==> src/hdl/cvt_pkg.sv <==
// Package for the camera view transform: shared widths, register codes and the
// configuration and scale-status structs. No dependencies.
package cvt_pkg;

    localparam int FRAC_BITS = 16;
    localparam int PPU_W     = 46;    // pixels per unit, FRAC_BITS fraction bits
    localparam int QUOT_W    = 48;    // screen-to-world dividend / quotient width
    localparam logic [31:0] ZOOM_MIN = 32'((1 << FRAC_BITS) / 100);

    typedef enum logic [2:0] {
        REG_VIEW_W   = 3'd0,
        REG_VIEW_H   = 3'd1,
        REG_DESIGN_W = 3'd2,
        REG_DESIGN_H = 3'd3,
        REG_ZOOM     = 3'd4,
        REG_INT_SCL  = 3'd5,
        REG_COS      = 3'd6,
        REG_SIN      = 3'd7
    } t_reg_idx;

    typedef struct packed {
        logic [13:0]        view_width;
        logic [13:0]        view_height;
        logic [15:0]        design_width;
        logic [15:0]        design_height;
        logic [31:0]        zoom_factor;
        logic               whole_scale;
        logic signed [15:0] rotation_cosine;
        logic signed [15:0] rotation_sine;
    } t_cfg;

    typedef struct packed {
        logic [PPU_W-1:0] ppu;
        logic             zero;   // scale floored to zero, raised to one LSB
        logic             busy;
    } t_scale_stat;

endpackage

==> src/hdl/cvt_scale.sv <==
// Pixels-per-unit sequencer: two serial ratio divisions, one multiply, floor.
// Depends on cvt_pkg (t_cfg, t_scale_stat, widths).
module cvt_scale import cvt_pkg::*; (
    input  logic        i_clk,
    input  logic        i_rst_n,
    input  logic        i_start,
    input  t_cfg        i_cfg,
    output t_scale_stat o_stat
);

    typedef enum logic [2:0] {
        ST_IDLE, ST_LOAD, ST_DIVX, ST_DIVY, ST_MUL, ST_FIN
    } t_state;

    localparam int RAT_W = 14 + FRAC_BITS;
    localparam logic [4:0] CNT_LAST = 5'(RAT_W - 1);

    t_state             r_state;
    logic [4:0]         r_cnt;
    logic [RAT_W-1:0]   r_num;
    logic [15:0]        r_den;
    logic [15:0]        r_rem;
    logic [RAT_W-1:0]   r_quo;
    logic [RAT_W-1:0]   r_ratio;
    logic [RAT_W+31:0]  r_prod;
    logic [PPU_W-1:0]   r_ppu;
    logic               r_zero;

    logic [16:0]        trial;
    logic               ge;
    logic [15:0]        n_rem;
    logic [RAT_W-1:0]   n_quo;
    logic [31:0]        zoom;
    logic [15:0]        dw1, dh1;
    logic [PPU_W-1:0]   n_ppu;
    logic               n_zero;

    assign trial = {r_rem, r_num[RAT_W-1]};
    assign ge    = trial >= {1'b0, r_den};
    assign n_rem = ge ? 16'(trial - {1'b0, r_den}) : trial[15:0];
    assign n_quo = {r_quo[RAT_W-2:0], ge};
    assign zoom  = (i_cfg.zoom_factor < ZOOM_MIN) ? ZOOM_MIN : i_cfg.zoom_factor;
    assign dw1   = (i_cfg.design_width  == 16'd0) ? 16'd1 : i_cfg.design_width;
    assign dh1   = (i_cfg.design_height == 16'd0) ? 16'd1 : i_cfg.design_height;

    always_comb begin
        n_ppu = r_prod[FRAC_BITS +: PPU_W];
        if (i_cfg.whole_scale) begin
            n_ppu[FRAC_BITS-1:0] = '0;
            if (n_ppu[PPU_W-1:FRAC_BITS] == '0) begin
                n_ppu = PPU_W'(1) << FRAC_BITS;
            end
        end
        n_zero = (n_ppu == '0);
        if (n_zero) begin
            n_ppu = PPU_W'(1);
        end
    end

    always_ff @(posedge i_clk) begin
        if (!i_rst_n) begin
            r_state <= ST_LOAD;
        end else if (i_start) begin
            r_state <= ST_LOAD;
        end else begin
            unique case (r_state)
                ST_IDLE: begin
                    r_state <= ST_IDLE;
                end
                ST_LOAD: begin
                    r_num   <= {i_cfg.view_width, FRAC_BITS'(0)};
                    r_den   <= dw1;
                    r_rem   <= '0;
                    r_quo   <= '0;
                    r_cnt   <= '0;
                    r_state <= ST_DIVX;
                end
                ST_DIVX: begin
                    r_rem <= n_rem;
                    r_quo <= n_quo;
                    r_num <= r_num << 1;
                    r_cnt <= r_cnt + 5'd1;
                    if (r_cnt == CNT_LAST) begin
                        r_ratio <= n_quo;
                        r_num   <= {i_cfg.view_height, FRAC_BITS'(0)};
                        r_den   <= dh1;
                        r_rem   <= '0;
                        r_quo   <= '0;
                        r_cnt   <= '0;
                        r_state <= ST_DIVY;
                    end
                end
                ST_DIVY: begin
                    r_rem <= n_rem;
                    r_quo <= n_quo;
                    r_num <= r_num << 1;
                    r_cnt <= r_cnt + 5'd1;
                    if (r_cnt == CNT_LAST) begin
                        r_ratio <= (n_quo < r_ratio) ? n_quo : r_ratio;
                        r_state <= ST_MUL;
                    end
                end
                ST_MUL: begin
                    r_prod  <= (RAT_W+32)'(r_ratio) * (RAT_W+32)'(zoom);
                    r_state <= ST_FIN;
                end
                ST_FIN: begin
                    r_ppu   <= n_ppu;
                    r_zero  <= n_zero;
                    r_state <= ST_IDLE;
                end
                default: begin
                    r_state <= ST_IDLE;
                end
            endcase
        end
    end

    assign o_stat.ppu  = r_ppu;
    assign o_stat.zero = r_zero;
    assign o_stat.busy = (r_state != ST_IDLE);

endmodule

==> config.mk <==
export PLATFORM = sky130hd
export DESIGN_NAME = cvt_scale
export DESIGN_NICKNAME = d
export VERILOG_FILES = /design/src/hdl/cvt_pkg.sv /design/src/hdl/cvt_scale.sv
export SDC_FILE = /design/constraint.sdc
export NUM_CORES = 2
export LEC_CHECK = 0
export ABC_AREA = 1
export BUFFER_PORTS_ARGS = -buffer_cell sky130_fd_sc_hd__buf_4
export CAP_MARGIN = 15
export CORE_MARGIN = 3
export CORE_UTILIZATION = 30
export CTS_CLUSTER_DIAMETER = 60
export DETAILED_ROUTE_END_ITERATION = 12
export SYNTH_ARGS = -nofsm -noshare
export SYNTH_HDL_FRONTEND = slang
export SYNTH_SLANG_ARGS = --single-unit
==> constraint.sdc <==
create_clock -name i_clk -period 19.7 [get_ports i_clk]
set_input_delay 2.955 -clock i_clk [delete_from_list [all_inputs] [get_ports i_clk]]
set_output_delay 2.955 -clock i_clk [all_outputs]
set_load 0.01 [all_outputs]
==> metrics.md <==
| Metric | Value |
|---|---|
| Slowest CP cell | nand2_1 |
| Vias | 31.77k |
| Residual DRC | 0 |
| CTS Root Buffer Type | clkbuf_16 |
| Die W | 377.4 um |
| RSZ-0062 raised after global routing | false |
| Total negative slack | 0 ns |
| Post-synthesis sequential area ratio | 14.87% |
| Port bufs | 143 |
| Normalized max-slew margin | 17.07% |
| Mapped Nets | 6270 |
| Wire length per cell | 17.48 um |
| Worst Setup End Kind | flip-flop |
| Die H | 377.4 um |
| Worst path required time | 20.04 ns |
| Startpoint Class | input port |
| Crit Path Max Fanout | 31 |
| Layout cells sized above 1 | 5.425% |
| DRT Wirelength | 119100 um |
| Final GP Congestion | 0.9128 |
| ANT nets after route | 0 |
| CP Class | in2reg |
| Hold path cells | 0 |
| Finish-stage setup viols | 0 |
| Top Ports | 176 |
| Largest net degree at the start of global routing | 52 |
| Postcts setup bufs | 0 |
| Mean area per synthesized cell | 8.257 um2 |
| Final Hold Viols | 0 |
| CTS Hold Bufs | 0 |
| Clk buf depth | 3 |
| Cell depth of the worst setup path | 30 |
| Hold wc startpoint | r_prod[48] |
| TritonCTS clock tree | done |
| Full die area | 0.1424 mm2 |
| Max-cap violations | 0 |
| Worst setup margin | 7.744 ns |
| Clock Sinks | 206 |
| Top cell type's share of synthesized area | 40.44% |
| GRT Overall Usage | 17.33% |
| Post-cts gate resize count | 0 |
| Worst r2r src | r_ratio[5] |
| Worst Hold End | r_ppu[32] |
| Type of the worst min-delay path | reg2reg |
| Top post-synthesis cells by area | fa_1 40%, edfxtp_1 15%, inv_1 13% |
| Netlist cell types | 45 |
| Syn Inst Count | 5012 |
| Initial antenna violation count | 1 |
| R2R setup slack | 11.51 ns |
| Initial Util | 30.40% |
| Final period utilization | 60.69% |
| Buffer and inverter count on the worst path | 6 |
| Number of global-route vias before repair | 34.87k |
| Core ar. | 0.1361 mm2 |
| WHS | 0.4481 ns |
| Mapped cell area | 0.04138 mm2 |
| CP dominant cell by count | fa_1 |
| Actual slew at the worst max-slew pin | 1.244 ns |
| Initial DRC count | 2421 |
| EDFF count, synth | 203 |
| Top delay family on crit path | adder cells |
| Status | finished clean |
| Final Max Tran Viols | 0 |
| CP Data Arrival Time | 12.29 ns |
| Layout Area Growth over Synthesis | 9.348% |
| Final net count | 6268 |
| Commonest non-fill, non-tap cell in the layout | inv_1 |
| Antenna Cells | 0 |
| Synth Warn # | 0 |
| First-pass GRT wire length | 193600 um |
| Placed wire-length estimate | 94970 um |
| FFs w/ async S/R, synth | 0% |
| Clk_skew | 0.02103 ns |
| Worst stage delay on the critical path | 0.85 ns |
| Row cnt | 135 |
| Pre-CTS WS | 7.382 ns |
| Synth Register Bits | 206 |
| Commonest cells after routing, fill and taps aside | 1480 x inv_1, 1069 x nand2_1, 836 x fa_1, 391 x nor2_1, 294 x ha_1 |
| Worst r2r path cells | 27 |
| DR vias/cell | 4.663 |
| Fin crit period | 11.96 ns |
| Grt ovf | 0 |
| Top achievable clock speed | 0.08364 GHz |
| Clock buffer count from CTS | 28 |
| Clk pin slew, worst setup/hold paths | 0.06 ns |
| Yosys top cell by area | fa_1 |
| Htree depth | 1 |
| Synth Flop Type | edfxtp_1 |
| Worst R2R End | r_prod[44] |
| Clk_lat worst skew | 0.58 ns |
| Detailed Routing Iterations Pass 1 | 7 |
[cell usage after synthesis, drive strengths merged, types with 13 or more instances]
cell type  instances
a21oi            161
nand3             41
o21ai            114
inv             1495
edfxtp           203
a31oi             19
xor2              41
ha               294
xnor2             13
nor2             398
nor4              17
clkbuf           211
fa               836
nand2           1072
nor3              21
[how the worst max path moves through the flow]
stage	start	endpoint	slack [ns]
6_report	i_cfg[45]	r_prod[59]	7.74
4_1_cts	i_cfg[45]	r_prod[59]	8.01
3_3_place_gp	i_cfg[45]	r_prod[59]	7.36
5_1_grt	i_cfg[45]	r_prod[59]	7.37
3_5_place_dp	i_cfg[45]	r_prod[59]	7.38
2_1_floorplan	i_cfg[41]	r_prod[51]	9.75
[through the flow]
step                instances  utilization, %  instance area, um2
floorplan                5012               -               41380
global placement         6759           32.49               44240
detailed placement       6759           32.49               44240
CTS                      6811           33.21               45210
global route             6813           33.24               45250
finish                   6813           33.24               45250
[routing by layer]
metal | share of wire, % | GRT usage, % | routed length, um
met5 | 0.039 | 0 | 46
met4 | 2.6 | 4.212 | 3121
met3 | 8.3 | 3.253 | 9939
met2 | 45 | 28.26 | 53930
met1 | 44 | 23.74 | 52080
[cells by family after synthesis]
group	Yosys count	share of synthesized area, %
buf+inv	1728	15.69
simple gates	1563	14.60
fa+ha+maj	1130	49.33
compound gates	331	4.369
flops	206	14.87
xor+xnor	54	1.143
[sequential cells by signal, indices dropped and copies added (netlist names), 3 cells and up]
name,count
r_ppu,46
r_rem,16
r_quo,29
r_state,3
r_den,16
r_prod,46
r_ratio,30
r_num,14
r_cnt,5
[layout make-up]
type	count	area (um2)
multi-input cells	3078	28790
flip-flops and latches	206	6156
well taps	1781	2228
fillers	14300	90890
inverters	1505	5649
clock buffers	32	737.0
clock inverters	20	239.0
repair buffers	191	1459
Power is left out: the tool's default activity adds up to more than one toggle a clock period on the data nets, which glitch-free logic cannot reach.
